$ cat config.mk
export PLATFORM = sky130hd
export DESIGN_NAME = number_literal_parser_core
export DESIGN_NICKNAME = d
export VERILOG_FILES = /design/src/rtl/nlp_pkg.sv /design/src/rtl/number_literal_parser_core.sv
export VERILOG_INCLUDE_DIRS = /design/src /design/src/rtl
export SDC_FILE = /design/constraint.sdc
export NUM_CORES = 1
export LEC_CHECK = 0
export BUFFER_PORTS_ARGS = -buffer_cell sky130_fd_sc_hd__buf_2
export CORE_ASPECT_RATIO = 0.9
export CORE_MARGIN = 2
export CORE_UTILIZATION = 60
export DETAILED_ROUTE_END_ITERATION = 7
export PLACE_DENSITY = 0.89
export REMOVE_ABC_BUFFERS = 1
export SYNTH_ARGS = -nofsm -noshare
export SYNTH_HDL_FRONTEND = slang
export SYNTH_SLANG_ARGS = --single-unit
export TNS_END_PERCENT = 10
$ cat constraint.sdc
create_clock -name clk -period 8.6 [get_ports clk]
set_input_delay 1.72 -clock clk [delete_from_list [all_inputs] [get_ports clk]]
set_output_delay 1.72 -clock clk [all_outputs]
set_load 0.005 [all_outputs]
$ cat src/rtl/number_literal_parser_core_assert.svh
`ifndef NUMBER_LITERAL_PARSER_CORE_ASSERT_SVH
`define NUMBER_LITERAL_PARSER_CORE_ASSERT_SVH

// Same-cycle implication, checked on every rising edge outside reset.
`define NLP_ASSERT_NOW(label, ante, cons) \
  label: assert property (@(posedge clk) disable iff (rst) (ante) |-> (cons)) \
    else $error("number literal parser check failed");

// Implication checked in the cycle after the antecedent.
`define NLP_ASSERT_NEXT(label, ante, cons) \
  label: assert property (@(posedge clk) disable iff (rst) (ante) |=> (cons)) \
    else $error("number literal parser check failed");

`endif

$ cat src/rtl/nlp_pkg.sv
package nlp_pkg;

  typedef enum logic [1:0] {
    PH_START,
    PH_SIGNED,
    PH_BODY,
    PH_SPECIAL
  } phase_t;

  typedef struct packed {
    logic       ok;
    logic [3:0] value;
  } digit_t;

  localparam logic [1:0] RADIX_DEC = 2'd0;
  localparam logic [1:0] RADIX_BIN = 2'd1;
  localparam logic [1:0] RADIX_OCT = 2'd2;
  localparam logic [1:0] RADIX_HEX = 2'd3;

  localparam logic [1:0] KIND_INT  = 2'd0;
  localparam logic [1:0] KIND_REAL = 2'd1;
  localparam logic [1:0] KIND_INF  = 2'd2;
  localparam logic [1:0] KIND_NAN  = 2'd3;

  localparam logic [1:0] SIZE_BYTE = 2'd0;
  localparam logic [1:0] SIZE_HALF = 2'd1;
  localparam logic [1:0] SIZE_WORD = 2'd2;
  localparam logic [1:0] SIZE_NONE = 2'd3;

  localparam logic [63:0] NEG_BYTE_LIMIT  = 64'h80;
  localparam logic [63:0] NEG_HALF_LIMIT  = 64'h8000;
  localparam logic [63:0] POS_BYTE_LIMIT  = 64'hFF;
  localparam logic [63:0] POS_HALF_LIMIT  = 64'hFFFF;

  localparam logic [7:0] CH_PLUS  = 8'h2B;
  localparam logic [7:0] CH_MINUS = 8'h2D;
  localparam logic [7:0] CH_DOT   = 8'd46;
  localparam logic [7:0] CH_ZERO  = 8'h30;
  localparam logic [7:0] CH_UP_A  = 8'h41;
  localparam logic [7:0] CH_UP_B  = 8'h42;
  localparam logic [7:0] CH_UP_F  = 8'h46;
  localparam logic [7:0] CH_UP_I  = 8'h49;
  localparam logic [7:0] CH_UP_N  = 8'h4E;
  localparam logic [7:0] CH_UP_X  = 8'h58;

  // Clearing bit 5 maps a lower-case letter onto its upper-case code.
  localparam logic [7:0] CASE_FOLD_MASK = 8'hDF;

  localparam logic [1:0] WORD_LENGTH = 2'd3;

  function automatic digit_t digit_of(input logic [7:0] c, input logic [1:0] radix);
    digit_t d;
    d = '0;
    case (radix)
      RADIX_BIN: begin
        if (c inside {8'h30, 8'h31}) begin
          d.ok    = 1'b1;
          d.value = 4'(c - CH_ZERO);
        end
      end
      RADIX_OCT: begin
        if (c inside {[8'h30:8'h37]}) begin
          d.ok    = 1'b1;
          d.value = 4'(c - CH_ZERO);
        end
      end
      default: begin
        if (c inside {[8'h30:8'h39]}) begin
          d.ok    = 1'b1;
          d.value = 4'(c - CH_ZERO);
        end else if (radix == RADIX_HEX && c inside {[8'h41:8'h46]}) begin
          d.ok    = 1'b1;
          d.value = 4'(c - 8'h37);
        end else if (radix == RADIX_HEX && c inside {[8'h61:8'h66]}) begin
          d.ok    = 1'b1;
          d.value = 4'(c - 8'h57);
        end
      end
    endcase
    return d;
  endfunction

  // Upper-case letter expected at a position of INF or NAN.
  function automatic logic [7:0] special_letter(input logic is_nan, input logic [1:0] idx);
    logic [7:0] letter;
    letter = CH_UP_N;
    case (idx)
      2'd0:    letter = is_nan ? CH_UP_N : CH_UP_I;
      2'd1:    letter = is_nan ? CH_UP_A : CH_UP_N;
      2'd2:    letter = is_nan ? CH_UP_N : CH_UP_F;
      default: letter = CH_UP_N;
    endcase
    return letter;
  endfunction

endpackage

$ cat src/rtl/number_literal_parser_core.sv
// Channel | Handshake          | Payload
// input   | in_valid, in_stall  | character, last_char
// output  | out_valid, out_stall| error, negative, kind, radix, integer_value,
//         |                     | fraction_value, fraction_digits, size_class, overflow
//
// One character is taken per cycle unless in_stall is high; each waits in the input register.
// The integer accumulate (times base plus digit) and its wrap check are combinational.
// A result is loaded into the output register as its last character leaves the input register.
// The input stalls only while a last character waits behind an unaccepted result.
// Synchronous reset returns the parser to its start state and empties both registers.
module number_literal_parser_core #(
  parameter int VALUE_WIDTH         = 32,
  parameter int MAX_FRACTION_DIGITS = 9
) (
  clk,
  rst,
  in_valid,
  in_stall,
  character,
  last_char,
  out_valid,
  out_stall,
  error,
  negative,
  kind,
  radix,
  integer_value,
  fraction_value,
  fraction_digits,
  size_class,
  overflow
);

  function automatic int frac_bits(input int n);
    logic [63:0] p;
    p = 64'd1;
    for (int i = 0; i < n; i++) begin
      p = p * 64'd10;
    end
    return $clog2(p);
  endfunction

  localparam int FRAC_WIDTH  = frac_bits(MAX_FRACTION_DIGITS);
  localparam int COUNT_WIDTH = $clog2(MAX_FRACTION_DIGITS + 1);
  localparam int WIDE_WIDTH  = VALUE_WIDTH + 4;

  input  logic                   clk;
  input  logic                   rst;
  input  logic                   in_valid;
  output logic                   in_stall;
  input  logic [7:0]             character;
  input  logic                   last_char;
  output logic                   out_valid;
  input  logic                   out_stall;
  output logic                   error;
  output logic                   negative;
  output logic [1:0]             kind;
  output logic [1:0]             radix;
  output logic [VALUE_WIDTH-1:0] integer_value;
  output logic [FRAC_WIDTH-1:0]  fraction_value;
  output logic [COUNT_WIDTH-1:0] fraction_digits;
  output logic [1:0]             size_class;
  output logic                   overflow;

  logic       s1_valid;
  logic [7:0] s1_char;
  logic       s1_last;
  logic       s1_advance;
  logic       load;

  nlp_pkg::phase_t        phase, phase_next, step_phase;
  logic                   sign_neg, sign_neg_next, step_sign_neg;
  logic [1:0]             radix_code, radix_code_next, step_radix_code;
  logic                   in_frac, in_frac_next, step_in_frac;
  logic [VALUE_WIDTH-1:0] int_acc, int_acc_next, step_int_acc;
  logic [FRAC_WIDTH-1:0]  frac_acc, frac_acc_next, step_frac_acc;
  logic [COUNT_WIDTH-1:0] frac_cnt, frac_cnt_next, step_frac_cnt;
  logic                   err_seen, err_seen_next, step_err_seen;
  logic                   ovf_seen, ovf_seen_next, step_ovf_seen;
  logic [1:0]             inf_match, inf_match_next, step_inf_match;
  logic [1:0]             nan_match, nan_match_next, step_nan_match;
  logic                   zero_lead, zero_lead_next, step_zero_lead;
  logic                   have_digits, have_digits_next, step_have_digits;

  logic [7:0]            folded;
  logic                  body_go;
  logic [1:0]            body_radix;
  nlp_pkg::digit_t       int_digit;
  nlp_pkg::digit_t       frac_digit;
  logic [WIDE_WIDTH-1:0] scaled;
  logic [WIDE_WIDTH-1:0] wide;

  logic                   res_ok;
  logic                   res_error;
  logic                   res_negative;
  logic [1:0]             res_kind;
  logic [1:0]             res_radix;
  logic [VALUE_WIDTH-1:0] res_integer;
  logic [FRAC_WIDTH-1:0]  res_fraction;
  logic [COUNT_WIDTH-1:0] res_digits;
  logic [1:0]             res_size;
  logic                   res_overflow;
  logic [63:0]            value64;

  assign s1_advance = s1_valid && (!s1_last || !out_valid || !out_stall);
  assign in_stall   = s1_valid && !s1_advance;
  assign load       = in_valid && !in_stall;

  always_ff @(posedge clk) begin
    if (rst) begin
      s1_valid <= 1'b0;
    end else if (load) begin
      s1_valid <= 1'b1;
    end else if (s1_advance) begin
      s1_valid <= 1'b0;
    end
  end

  always_ff @(posedge clk) begin
    if (load) begin
      s1_char <= character;
      s1_last <= last_char;
    end
  end

  assign folded     = s1_char & nlp_pkg::CASE_FOLD_MASK;
  assign body_radix = zero_lead ? nlp_pkg::RADIX_OCT : radix_code;
  assign int_digit  = nlp_pkg::digit_of(s1_char, body_radix);
  assign frac_digit = nlp_pkg::digit_of(s1_char, nlp_pkg::RADIX_DEC);

  always_comb begin
    case (body_radix)
      nlp_pkg::RADIX_BIN: scaled = {3'b000, int_acc, 1'b0};
      nlp_pkg::RADIX_OCT: scaled = {1'b0, int_acc, 3'b000};
      nlp_pkg::RADIX_HEX: scaled = {int_acc, 4'b0000};
      default:            scaled = {1'b0, int_acc, 3'b000} + {3'b000, int_acc, 1'b0};
    endcase
  end

  assign wide = scaled + WIDE_WIDTH'(int_digit.value);

  always_comb begin
    step_phase       = phase;
    step_sign_neg    = sign_neg;
    step_radix_code  = radix_code;
    step_in_frac     = in_frac;
    step_int_acc     = int_acc;
    step_frac_acc    = frac_acc;
    step_frac_cnt    = frac_cnt;
    step_err_seen    = err_seen;
    step_ovf_seen    = ovf_seen;
    step_inf_match   = inf_match;
    step_nan_match   = nan_match;
    step_zero_lead   = zero_lead;
    step_have_digits = have_digits;
    body_go          = 1'b0;

    if (!err_seen) begin
      if (phase == nlp_pkg::PH_START && s1_char == nlp_pkg::CH_PLUS) begin
        step_phase = nlp_pkg::PH_SIGNED;
      end else if (phase == nlp_pkg::PH_START && s1_char == nlp_pkg::CH_MINUS) begin
        step_sign_neg = 1'b1;
        step_phase    = nlp_pkg::PH_SIGNED;
      end else if (phase == nlp_pkg::PH_START || phase == nlp_pkg::PH_SIGNED) begin
        if (folded == nlp_pkg::CH_UP_I) begin
          step_phase     = nlp_pkg::PH_SPECIAL;
          step_inf_match = 2'd1;
        end else if (folded == nlp_pkg::CH_UP_N) begin
          step_phase     = nlp_pkg::PH_SPECIAL;
          step_nan_match = 2'd1;
        end else begin
          step_phase = nlp_pkg::PH_BODY;
          if (s1_char == nlp_pkg::CH_ZERO) begin
            step_zero_lead   = 1'b1;
            step_have_digits = 1'b1;
          end else begin
            body_go = 1'b1;
          end
        end
      end else if (phase == nlp_pkg::PH_SPECIAL) begin
        if (inf_match != 2'd0) begin
          if (inf_match != nlp_pkg::WORD_LENGTH &&
              folded == nlp_pkg::special_letter(1'b0, inf_match)) begin
            step_inf_match = inf_match + 2'd1;
          end else begin
            step_err_seen = 1'b1;
          end
        end else begin
          if (nan_match != nlp_pkg::WORD_LENGTH &&
              folded == nlp_pkg::special_letter(1'b1, nan_match)) begin
            step_nan_match = nan_match + 2'd1;
          end else begin
            step_err_seen = 1'b1;
          end
        end
      end else begin
        body_go = 1'b1;
      end
    end

    if (body_go) begin
      step_zero_lead = 1'b0;
      if (zero_lead && folded == nlp_pkg::CH_UP_B) begin
        step_radix_code  = nlp_pkg::RADIX_BIN;
        step_have_digits = 1'b0;
      end else if (zero_lead && folded == nlp_pkg::CH_UP_X) begin
        step_radix_code  = nlp_pkg::RADIX_HEX;
        step_have_digits = 1'b0;
      end else begin
        step_radix_code = body_radix;
        if (in_frac) begin
          if (!frac_digit.ok) begin
            step_err_seen = 1'b1;
          end else if (frac_cnt < COUNT_WIDTH'(MAX_FRACTION_DIGITS)) begin
            step_frac_acc = FRAC_WIDTH'((frac_acc << 3) + (frac_acc << 1)) +
                            FRAC_WIDTH'(frac_digit.value);
            step_frac_cnt = frac_cnt + COUNT_WIDTH'(1);
          end else begin
            step_ovf_seen = 1'b1;
          end
        end else if (body_radix == nlp_pkg::RADIX_DEC && s1_char == nlp_pkg::CH_DOT) begin
          step_in_frac = 1'b1;
        end else if (!int_digit.ok) begin
          step_err_seen = 1'b1;
        end else begin
          if (wide[WIDE_WIDTH-1:VALUE_WIDTH] != 4'd0) begin
            step_ovf_seen = 1'b1;
          end
          step_int_acc     = wide[VALUE_WIDTH-1:0];
          step_have_digits = 1'b1;
        end
      end
    end
  end

  always_comb begin
    if (s1_last) begin
      phase_next       = nlp_pkg::PH_START;
      sign_neg_next    = 1'b0;
      radix_code_next  = nlp_pkg::RADIX_DEC;
      in_frac_next     = 1'b0;
      int_acc_next     = '0;
      frac_acc_next    = '0;
      frac_cnt_next    = '0;
      err_seen_next    = 1'b0;
      ovf_seen_next    = 1'b0;
      inf_match_next   = 2'd0;
      nan_match_next   = 2'd0;
      zero_lead_next   = 1'b0;
      have_digits_next = 1'b0;
    end else begin
      phase_next       = step_phase;
      sign_neg_next    = step_sign_neg;
      radix_code_next  = step_radix_code;
      in_frac_next     = step_in_frac;
      int_acc_next     = step_int_acc;
      frac_acc_next    = step_frac_acc;
      frac_cnt_next    = step_frac_cnt;
      err_seen_next    = step_err_seen;
      ovf_seen_next    = step_ovf_seen;
      inf_match_next   = step_inf_match;
      nan_match_next   = step_nan_match;
      zero_lead_next   = step_zero_lead;
      have_digits_next = step_have_digits;
    end
  end

  always_ff @(posedge clk) begin
    if (rst) begin
      phase       <= nlp_pkg::PH_START;
      sign_neg    <= 1'b0;
      radix_code  <= nlp_pkg::RADIX_DEC;
      in_frac     <= 1'b0;
      int_acc     <= '0;
      frac_acc    <= '0;
      frac_cnt    <= '0;
      err_seen    <= 1'b0;
      ovf_seen    <= 1'b0;
      inf_match   <= 2'd0;
      nan_match   <= 2'd0;
      zero_lead   <= 1'b0;
      have_digits <= 1'b0;
    end else if (s1_advance) begin
      phase       <= phase_next;
      sign_neg    <= sign_neg_next;
      radix_code  <= radix_code_next;
      in_frac     <= in_frac_next;
      int_acc     <= int_acc_next;
      frac_acc    <= frac_acc_next;
      frac_cnt    <= frac_cnt_next;
      err_seen    <= err_seen_next;
      ovf_seen    <= ovf_seen_next;
      inf_match   <= inf_match_next;
      nan_match   <= nan_match_next;
      zero_lead   <= zero_lead_next;
      have_digits <= have_digits_next;
    end
  end

  assign value64 = 64'(step_int_acc);

  always_comb begin
    case (step_phase)
      nlp_pkg::PH_SPECIAL: res_ok = (step_inf_match == nlp_pkg::WORD_LENGTH) ||
                                    (step_nan_match == nlp_pkg::WORD_LENGTH);
      nlp_pkg::PH_BODY:    res_ok = step_in_frac ? (step_frac_cnt != '0) : step_have_digits;
      default:             res_ok = 1'b0;
    endcase
    if (step_err_seen) begin
      res_ok = 1'b0;
    end

    res_error    = 1'b0;
    res_negative = 1'b0;
    res_kind     = nlp_pkg::KIND_INT;
    res_radix    = nlp_pkg::RADIX_DEC;
    res_integer  = '0;
    res_fraction = '0;
    res_digits   = '0;
    res_size     = nlp_pkg::SIZE_BYTE;
    res_overflow = 1'b0;

    if (!res_ok) begin
      res_error = 1'b1;
    end else if (step_phase == nlp_pkg::PH_SPECIAL) begin
      res_negative = step_sign_neg;
      res_kind     = (step_inf_match != 2'd0) ? nlp_pkg::KIND_INF : nlp_pkg::KIND_NAN;
      res_size     = nlp_pkg::SIZE_NONE;
    end else begin
      res_negative = step_sign_neg;
      res_kind     = step_in_frac ? nlp_pkg::KIND_REAL : nlp_pkg::KIND_INT;
      res_radix    = step_radix_code;
      res_integer  = step_int_acc;
      res_fraction = step_frac_acc;
      res_digits   = step_frac_cnt;
      res_overflow = step_ovf_seen;
      if (step_in_frac || step_ovf_seen) begin
        res_size = nlp_pkg::SIZE_WORD;
      end else if (step_sign_neg) begin
        res_size = (value64 <= nlp_pkg::NEG_BYTE_LIMIT) ? nlp_pkg::SIZE_BYTE :
                   (value64 <= nlp_pkg::NEG_HALF_LIMIT) ? nlp_pkg::SIZE_HALF :
                                                          nlp_pkg::SIZE_WORD;
      end else begin
        res_size = (value64 <= nlp_pkg::POS_BYTE_LIMIT) ? nlp_pkg::SIZE_BYTE :
                   (value64 <= nlp_pkg::POS_HALF_LIMIT) ? nlp_pkg::SIZE_HALF :
                                                          nlp_pkg::SIZE_WORD;
      end
    end
  end

  always_ff @(posedge clk) begin
    if (rst) begin
      out_valid <= 1'b0;
    end else if (s1_advance && s1_last) begin
      out_valid <= 1'b1;
    end else if (!out_stall) begin
      out_valid <= 1'b0;
    end
  end

  always_ff @(posedge clk) begin
    if (s1_advance && s1_last) begin
      error           <= res_error;
      negative        <= res_negative;
      kind            <= res_kind;
      radix           <= res_radix;
      integer_value   <= res_integer;
      fraction_value  <= res_fraction;
      fraction_digits <= res_digits;
      size_class      <= res_size;
      overflow        <= res_overflow;
    end
  end

`include "number_literal_parser_core_assert.svh"

  `NLP_ASSERT_NOW(a_error_clears_fields, out_valid && error,
    !negative && kind == nlp_pkg::KIND_INT && radix == nlp_pkg::RADIX_DEC &&
    integer_value == '0 && fraction_value == '0 && fraction_digits == '0 &&
    size_class == nlp_pkg::SIZE_BYTE && !overflow)
  `NLP_ASSERT_NEXT(a_last_restarts, s1_advance && s1_last,
    phase == nlp_pkg::PH_START && !err_seen && int_acc == '0 && frac_cnt == '0)
  `NLP_ASSERT_NOW(a_special_has_no_size, out_valid && !error &&
    (kind == nlp_pkg::KIND_INF || kind == nlp_pkg::KIND_NAN),
    size_class == nlp_pkg::SIZE_NONE && integer_value == '0)
  `NLP_ASSERT_NOW(a_digit_count_bound, out_valid,
    fraction_digits <= COUNT_WIDTH'(MAX_FRACTION_DIGITS))

endmodule

## Word-level counts from Yosys, hierarchy flattened

Cells that the tools add are included.

| cells by class | value |
|---|---|
| multipliers | 0 |
| magnitude comparators | 12 |
| equal/unequal tests | 30 |
| reduce and logical (&&, ||, !) cells | 40 |
| bitwise gates (word level) | 1 |
| $add $sub $neg | 10 |
| mux-type cells | 159 |
| shifts and indexed selects | 0 |
| divide/modulo/power cells | 0 |

Operator list:

| kind | number |
|---|---|
| $mux W32 | 7 |
| $mux W30 | 7 |
| $pmux W36 S3 | 1 |
| $mux W8 | 12 |
| $mux W1 | 78 |
| $mux W2 | 37 |
| $le A32 B16 Y1 const B | 2 |
| $le A32 B8 Y1 const B | 2 |
| $eq A8 B6 Y1 const B | 5 |
| $add A35 B33 Y36 | 1 |
| $add A36 B4 Y36 | 1 |
| $mux W4 | 8 |
| $add A30 B30 Y30 | 1 |
| $add A30 B4 Y30 | 1 |
| $mux W5 | 6 |
| $eq A7 B6 Y1 const B | 4 |
| $logic_and A1 B1 Y1 | 17 |
| $eq A2 B2 Y1 const B | 8 |
| $eq A8 B8 Y1 | 2 |
| $ge A8 B7 Y1 const B | 2 |
| $le A8 B6 Y1 const B | 2 |
| $le A8 B7 Y1 const B | 2 |
| $ne A3 B3 Y1 const B | 4 |
| $pmux W5 S2 | 1 |
| other kinds (21) | 41 |

| storage, ports and cells | value |
|---|---|
| bits in registers | 166 |
| ROM bits | 0 |
| bits in latches | 0 |
| memory bits (writable) | 0 |
| output and inout bits | 77 |
| memories kept | 0 |

## Longest topological paths before layout

Gate-level depths: netlist (run 1).

| logic depth | value |
|---|---|
| word-level depth | 26 |
| depth in mapped cells | 25 |
| gate-level depth less buffers | 22 |

## Least setup slack after synthesis (run 1)

Ideal clock, no wire load.

| timing path | value |
|---|---|
| kind | reg-to-reg |
| from | register zero_lead |
| to | register size_class[0], data pin |
| data arrival time | 5.753 ns |
| stages on the path, launching flop included | 26 |
| data required time | 8.420 ns |
| setup slack | 2.667 ns |
| cell sequence | dfxtp_1 or2_2 inv_1 ha_1 clkbuf_1 clkbuf_1 clkbuf_1 clkbuf_1 buf_1 nor2_1 nor2b_1 ha_1 inv_1 fa_1 inv_1 a21oi_1 or2_2 nor2_1 and4bb_1 and4_1 and2_1 xnor2_1 o21ai_0 or4_1 or4_1 o41ai_2 |

| between the ends | value |
|---|---|
| cells in the longest elaborated chain, start to end | 20 |

Ends and longest elaborated chain:

| element | line | source |
|---|---|---|
| start, declared | number_literal_parser_core.sv:82 | `logic zero_lead, zero_lead_next, step_zero_lead;` |
| start signal, assigned | number_literal_parser_core.sv:295 | `zero_lead <= zero_lead_next;` |
| $mux W2 | number_literal_parser_core.sv:127 | `assign body_radix = zero_lead ? nlp_pkg::RADIX_OCT : radix_code;` |
| $eq A2 B2 Y1 | nlp_pkg.sv:71, nlp_pkg.sv:74, number_literal_parser_core.sv:132 |  |
| $logic_and A1 B1 Y1 | nlp_pkg.sv:74 | `end else if (radix == RADIX_HEX && c inside {[8'h61:8'h66]}) begin` |
| $mux W5 | nlp_pkg.sv:74 |  |
| $mux W5 | nlp_pkg.sv:71 | `end else if (radix == RADIX_HEX && c inside {[8'h41:8'h46]}) begin` |
| $mux W5 | nlp_pkg.sv:68 | `if (c inside {[8'h30:8'h39]}) begin` |
| $pmux W5 S2 | nlp_pkg.sv:54 | `case (radix)` |
| $add A36 B4 Y36 | number_literal_parser_core.sv:140 | `assign wide = scaled + WIDE_WIDTH'(int_digit.value);` |
| [4 not listed] | n/a |  |
| $mux W32 | number_literal_parser_core.sv:203 | `if (zero_lead && folded == nlp_pkg::CH_UP_B) begin` |
| $mux W32 | number_literal_parser_core.sv:201 | `if (body_go) begin` |
| $le A32 B16 Y1 (on tied branches) | number_literal_parser_core.sv:345, number_literal_parser_core.sv:341 |  |
| $mux W2 (on tied branches) | number_literal_parser_core.sv:345, number_literal_parser_core.sv:341 |  |
| $mux W2 (on tied branches) | number_literal_parser_core.sv:344, number_literal_parser_core.sv:340 |  |
| $mux W2 | number_literal_parser_core.sv:339 | `end else if (step_sign_neg) begin` |
| $mux W2 | number_literal_parser_core.sv:337 | `if (step_in_frac \|\| step_ovf_seen) begin` |
| $mux W2 | number_literal_parser_core.sv:325 | `end else if (step_phase == nlp_pkg::PH_SPECIAL) begin` |
| end signal, assigned | number_literal_parser_core.sv:370 | `size_class <= res_size;` |
| end, declared | number_literal_parser_core.sv:62 | `output logic [1:0] size_class;` |

Parallel ways exist; a longest one is shown, timed or not.
A chain may end at the register's enable or synchronous reset.

## Worst setup path in the final report (run 1)

| timing path | value |
|---|---|
| from | register zero_lead |
| to | register size_class[1], data pin |

The elaborated chain is that of the path after synthesis.

==> results of run 1 <==
## cell families (layout without fill, tap and decap cells)
kind of cell	count (synthesis)	in the layout	synth area share
flip-flops	166	166	0.322
adder cells (fa/ha/maj)	108	108	0.107
AO/OA/AOI/OAI	469	469	0.244
buffers and inverters	137	187	0.0406
AND/OR/NAND/NOR	609	609	0.227
XOR/XNOR	61	61	0.0413
multiplexers	24	24	0.0188
## flip-flops by register name, summed over array words and instances (netlist names), 2 cells and up
name,cells
frac_acc,30
frac_cnt,4
fraction_digits,4
fraction_value,30
inf_match,2
int_acc,32
integer_value,32
kind,2
nan_match,2
phase,2
radix,2
radix_code,2
s1_char,8
size_class,2
## routing by layer
metal	up-vias	routed length, um	global-route usage
met2	803	16200	0.501
met1	5894	15200	0.428
met3	103	4750	0.0909
met4	0	1010	0.123
li1	5932	-	-
met5	-	0	0
## area by class of cell
| type | instances | area (um2) | area share |
|---|---|---|---|
| clock buffer | 18 | 439 | 0.0310 |
| timing repair buffer | 102 | 543 | 0.0384 |
| inverter | 53 | 199 | 0.0141 |
| multi-input combinational | 1271 | 8280 | 0.585 |
| sequential | 166 | 4160 | 0.294 |
| tap | 286 | 358 | 0.0253 |
| clock inverter | 14 | 173 | 0.0122 |
## how the worst max path moves through the flow
stage              start            end  slack [ps]  cells after the start
2_1_floorplan  zero_lead  size_class[0]        2690                     15
3_3_place_gp   zero_lead  size_class[0]        2870                     22
3_5_place_dp   zero_lead  size_class[0]        2690                     22
4_1_cts        zero_lead  size_class[0]        2640                     22
5_1_grt        zero_lead  size_class[0]        2140                     22
6_report       zero_lead  size_class[1]        2510                     22
## power breakdown
| group | internal (W) | switching (W) | total [W] |
|---|---|---|---|
| Sequential | 0.000838 | 0.0000113 | 0.000850 |
| Clock | 0.000468 | 0.000343 | 0.000810 |
| Combinational | 0.0000204 | 0.0000496 | 0.0000700 |
## metrics by stage
stage	util	cell area, um2	instances	setup WS, ps
after floorplan	-	12600	1490	2690
after global placement	0.644	13500	1878	2870
after detailed placement	0.644	13500	1878	2690
after CTS	0.674	14200	1910	2640
after global routing	0.674	14200	1910	2140
final	0.674	14200	1910	2510
## placed cells by master (no fill, tap or decap), types with 7 or more instances in the layout
cell type,count
nand4_1,17
mux2i_1,21
o31ai_1,15
nor3_1,35
inv_1,53
a21o_1,22
nor2_1,209
a21oi_1,124
o21ai_0,76
clkbuf_16,17
nand2_1,163
edfxtp_1,84
xnor2_1,34
or3_1,10
dfxtp_1,82
nand3_1,27
a222oi_1,26
nand2b_1,15
xor2_1,27
and2_1,17
a31oi_1,20
a22oi_1,49
nor2b_1,31
nor4_1,8
ha_1,103
o211ai_1,19
or2_2,13
o21a_1,9
and3_1,14
o21bai_1,7
o22ai_1,8
a211oi_1,21
buf_2,89
and4_1,8
buf_4,13
## worst min-delay path, cell delays in order (launching register included)
cell and delay, ps:
dfxtp_1 310, nand2_1 50, a21oi_1 60
==> summary.md, run 1 <==
| Metric | Value |
|---|---|
| Slew margin rel. | 0.175 |
| Minimum hold slack | roughly 470 ps |
| Layout area overhead | 9.32% |
| Final count of pins violating max slew | 0 |
| Final nets | around 1,700 |
| Static Leak | 5.43 nW |
| Die area | between 20,000 and 25,000 um2 |
| Max FO, Critical Path | 32 |
| Number of flops mapped to enable cells by yosys | 84 |
| Setup Skew | 16.0 ps |
| Largest net degree at the start of global routing | 80 |
| Num rows | 50 |
| Die Span X | ~160 um |
| R2R setup slack | 2510 ps |
| RSZ-0062 raised after global routing | no |
| Cell Area, Synth | 12,900 um2 |
| WP data required | 8750 ps |
| Sink Count | 166 |
| Reg2Reg Depth | 22 |
| Hpwl dp | ~25,000 um |
| Crit path arrival time | 6240 ps |
| Most frequent cell after synthesis | nor2_1 |
| Status | finished clean |
| ANT cells | 0 |
| Hold buffer count at cts | 0 |
| Clock Root Buffer | clkbuf_16 |
| Worst Setup End Kind | flip-flop |
| Count of cell types in the netlist | 86 |
| Antenna violations before repair | 0 |
| RR Startpoint | zero_lead |
| Final WL | 37,200 um |
| Vias/cell | 6.67 |
| Slowest stage delay, CP | 460 ps |
| Clock buffer depth | 2 |
| DRT iter0 DRCs | ~1,400 |
| Endpoints failing hold | 0 |
| Power Dens Cells | 122 nW/um2 |
| CTS tree | built |
| Largest area contributor in the netlist | edfxtp_1 |
| Sequential cell area fraction in the yosys report | 0.322 |
| Hold depth | 2 |
| Worst vdd ir | 0.115 mV |
| Worst-Skew Late Latency | 440 ps |
| Total number of vias | around 13,000 |
| Setup TNS Final | 0 ps |
| Flops & latches, synth | 166 |
| Routed len/inst | 19.5 um |
| Post-synth top cells | nor2_1 (211), nand2_1 (163), a21oi_1 (124) |
| Filler cell count | between 1,500 and 2,000 |
| Max-Cap Viols | 0 |
| Buffer and inverter count on the worst path | 4 |
| CP top delay family | simple AND/OR/NAND/NOR gates |
| Post-synth top area share | 0.195 |
| Final setup violation count | 0 |
| Worst Hold Path EP | frac_acc[29] |
| Slowest cell on crit path | fa_1 |
| Final ANT Viol Nets | 0 |
| Setup bufs post-CTS | 0 |
| Share of layout cells above drive strength 1 | 0.106 |
| Hold Crit Start | frac_acc[29] |
| Min Tclk post-route | roughly 6100 ps |
| Total GRT Usage | 0.321 |
| IO Pins | 90 |
| First-pass GRT wire length | 59,500 um |
| Leading register cell type out of synthesis | edfxtp_1 |
| DRC Markers | 0 |
| Avg Inst Size Synth | 8.23 um2 |
| Die H | 143 um |
| GR Overflow Total | 0 |
| Num CTS Buffers | 17 |
| Starting Density | 0.616 |
| Main area contributors after synthesis | edfxtp_1 (19%), dfxtp_1 (13%), ha_1 (10%), nor2_1 (6.1%), a21oi_1 (4.8%) |
| Final GP Congestion | 0.949 |
| FF-to-FF End | size_class[1] |
| H-tree level count | 4 |
| CP Launch Type | flip-flop |
| Post_cts resized | 0 |
| Worst slew pin tran | 1240 ps |
| WS Path Type | flip-flop to flip-flop |
| Period utilization | 0.708 |
| Port bufs | 89 |
| Cells after synthesis | 1,574 |
| Clk slew on worst S/H paths | roughly 70 ps |
| Highest clock rate | 0.164 GHz |
| DR pass1 iterations | 6 |
| Cell Chain, Critical Path | or2_2 > inv_1 > ha_1 > buf_4 > a311oi_1 > a211oi_1 > nor2_1 > nor2_1 > inv_1 > fa_1 > inv_1 > a21oi_1 > or2_2 > nor2_1 > and4bb_1 > and4_1 > nand4_1 > nand2b_1 > or2_2 > o311ai_0 > and2_1 > a41oi_1 |
| Vias in the first global route | around 12,000 |
| Yosys warns | 0 |
| Hold WC Path Type | flip-flop to flip-flop |
| Core Region | 21,000 um2 |
| Power Total | 0.00173 W |
| Async SR Flop Fraction | 0 |
No activity file was read; power rests on OpenSTA's default activity.
==> inputs of run 2 (changes only) <==
Settings changed: ABC_AREA set to 1, CORE_UTILIZATION 60 to 57.
Clock period 8.6 ns to 5 ns, I/O delays scaled along.
==> run 2 against run 1 <==
  * Synthesized cell count increased by 36%
  * Fmax increased by 27%
  * Register-to-register slack got worse by 2300 ps
  * Sequential power increased by 72%
  * Hold slack improved by 5.1 ps
  * Critical path depth increased by 9
  * Final area increased by 9.8%
  * Sequential cell count unchanged
  * Area after synthesis increased by 7.7%
  * Largest cell class unchanged
==> summary.md, run 2 <==
| Metric | Value |
|---|---|
| WS Path Type | flip-flop to flip-flop |
| Power Dens Cells | 195 nW/um2 |
| Num CTS Buffers | 17 |
| Slew margin rel. | 0.339 |
| Final nets | 2,340 |
| Util after Layout | 0.644 |
| Max-Cap Viols | 0 |
| Static Leak | approximately 7.1 nW |
| Port bufs | 89 |
| Placement-stage cell area | 14,700 um2 |
| Largest registers | int_acc x32, integer_value x32 |
| Die H | 152 um |
| Filler cell count | 2,126 |
| Crit path arrival time | between 4000 and 5000 ps |
| Cells after synthesis | 2,133 |
| Slowest cell on crit path | edfxtp_1 |
| Final WL | 40,800 um |
| Clock buffer depth | 2 |
| Count of cell types in the netlist | a little under 60 |
| Slowest stage delay, CP | 540 ps |
| Setup Skew | ~10 ps |
| Crit path top cell by count | nand2_1 |
| CP Launch Type | flip-flop |
| Period utilization | 0.962 |
| Worst slew pin tran | a little under 1000 ps |
| Total number of vias | 14,431 |
| WP data required | 5180 ps |
| Hold WC Path Type | flip-flop to flip-flop |
| Worst-Skew Late Latency | ~430 ps |
| Clk slew on worst S/H paths | approximately 60 ps |
| Async SR Flop Fraction | 0 |
| Antenna violations before repair | 0 |
| Min Tclk post-route | 4810 ps |
| Starting Density | 0.578 |
| GR Overflow Total | 0 |
| DRT iter0 DRCs | 1,490 |
| Post-Layout Inst Area | around 16,000 um2 |
| Layout area overhead | 11.4% |
| Post-synth top area share | 0.181 |
| DR pass1 iterations | 8 |
| First-pass GRT wire length | 66,500 um |
| Flops & latches, synth | 166 |
| Vias/cell | 5.68 |
| Die Span X | 169 um |
| Sink Count | approximately 170 |
| Inst Count DP | ~2,500 |
| Post-route insts no fill | 2,540 |
| Yosys warns | 0 |
| DRC Markers | 0 |
| Worst Setup End Kind | flip-flop |
| H-tree level count | 4 |
| IO Pins | 90 |
| Avg Inst Size Synth | 6.54 um2 |
| Most frequent cells in the layout | nand2_1 (655), inv_1 (287), nor2_1 (201) |
| Number of flops mapped to enable cells by yosys | 84 |
| Total GRT Usage | 0.317 |
| Worst vdd ir | between 0.2 and 0.25 mV |
| Cell Area, Synth | 14,000 um2 |
| CTS tree | built |
| Status | finished clean |
| Largest net degree at the start of global routing | 75 |
| Setup WS pre-CTS | between 20 and 30 ps |
| Num rows | 54 |
| Clock Root Buffer | clkbuf_16 |
| Hpwl dp | 30,300 um |
| Final GP Congestion | between 0.9 and 1 |
| Endpoints failing hold | 0 |
| Max FO, Critical Path | 7 |
| Most frequent cell after synthesis | nand2_1 |
| Die area | 25,700 um2 |
| Sequential cell area fraction in the yosys report | 0.298 |
| Final setup violation count | 0 |
| Hold buffer count at cts | 0 |
| Leading register cell type out of synthesis | edfxtp_1 |
| ANT cells | 0 |
| Setup TNS Final | 0 ps |
| RSZ-0062 raised after global routing | yes |
| Highest clock rate | roughly 0.21 GHz |
| Largest area contributor in the netlist | edfxtp_1 |
| Most common cell after layout, fill and taps aside | nand2_1 |
| Main area contributors after synthesis | edfxtp_1 (18%), nand2_1 (18%), dfxtp_1 (12%), ha_1 (9.3%), inv_1 (7.9%) |
| Final count of pins violating max slew | 0 |
| Post-synth top cells | nand2_1 (663), inv_1 (292), nor2_1 (215) |
| Share of layout cells above drive strength 1 | 0.116 |
| Post-layout worst setup margin | 188 ps |
| Final ANT Viol Nets | 0 |
| Routed len/inst | 16.1 um |
| Core Region | 24,100 um2 |
| Vias in the first global route | 13,964 |
==> run 2: timing repair <==
| action | 4_1_cts | 5_1_grt |
|---|---|---|
| pin swaps | 1 | 15 |
| setup buffers | 0 | 15 |
| gates resized for setup | 5 | 51 |
| endpoints found under the setup margin | 4 | 19 |
==> run 2: per-stage QoR <==
step	hold slack, ps	power, W
2_1_floorplan	435	0.00159
3_3_place_gp	449	0.00166
3_5_place_dp	467	0.00166
4_1_cts	475	0.00301
5_1_grt	506	0.00309
6_report	474	0.00302
==> run 2: metal layers <==
layer | share of wire | GRT usage | wire length [um] | vias to the layer above
met2 | 0.48 | 0.542 | 19600 | 639
li1 | - | - | - | 7106
met1 | 0.40 | 0.386 | 16300 | 6538
met3 | 0.074 | 0.0447 | 3000 | 148
met4 | 0.047 | 0.170 | 1900 | 0
met5 | 0 | 0 | 0 | -
==> run 2: kinds of logic (layout without fill, tap and decap cells) <==
kind of cell	after synthesis	after routing	synth area share
AND/OR/NAND/NOR	1146	1146	0.349
buffers and inverters	360	459	0.102
AO/OA/AOI/OAI	315	315	0.127
flip-flops	166	166	0.298
adder cells (fa/ha/maj)	108	108	0.0990
XOR/XNOR	35	35	0.0220
multiplexers	3	3	0.00215
==> run 2: cell type report <==
class | count | area (um2) | share of cell area
Clock buffer | 22 | 454 | 0.0292
Clock inverter | 10 | 149 | 0.00958
Inverter | 305 | 1150 | 0.0739
Multi-Input combinational cell | 1607 | 8520 | 0.549
Sequential cell | 166 | 4170 | 0.268
Tap cell | 308 | 385 | 0.0248
Timing Repair Buffer | 122 | 713 | 0.0459
==> run 2: worst paths after layout <==
check / to / slack, ps / startpoint / cells after the start
min: have_digits / 470 / have_digits / 2
min reg2reg: have_digits / 470 / have_digits / 2
max: size_class[1] / 190 / s1_char[0] / 31
max reg2reg: size_class[1] / 190 / s1_char[0] / 31
==> run 2: worst max-delay path, delay by kind of cell (launching register included) <==
| kind | cells | cell delay, ps |
|---|---|---|
| and+or+nand+nor | 23 | 2800 |
| buffers and inverters | 3 | 210 |
| xor gates and xnor gates | 1 | 160 |
| adders and majority gates | 2 | 590 |
| DFF | 1 | 540 |
| AOI/OAI and AO/OA | 2 | 280 |
==> run 2: power by group <==
group	switching [W]	internal (W)	total (W)	leakage (nW)
logic	0.000134	0.0000550	0.000189	5.35
registers	0.0000141	0.00145	0.00146	1.43
clock network	0.000570	0.000805	0.00137	0.285
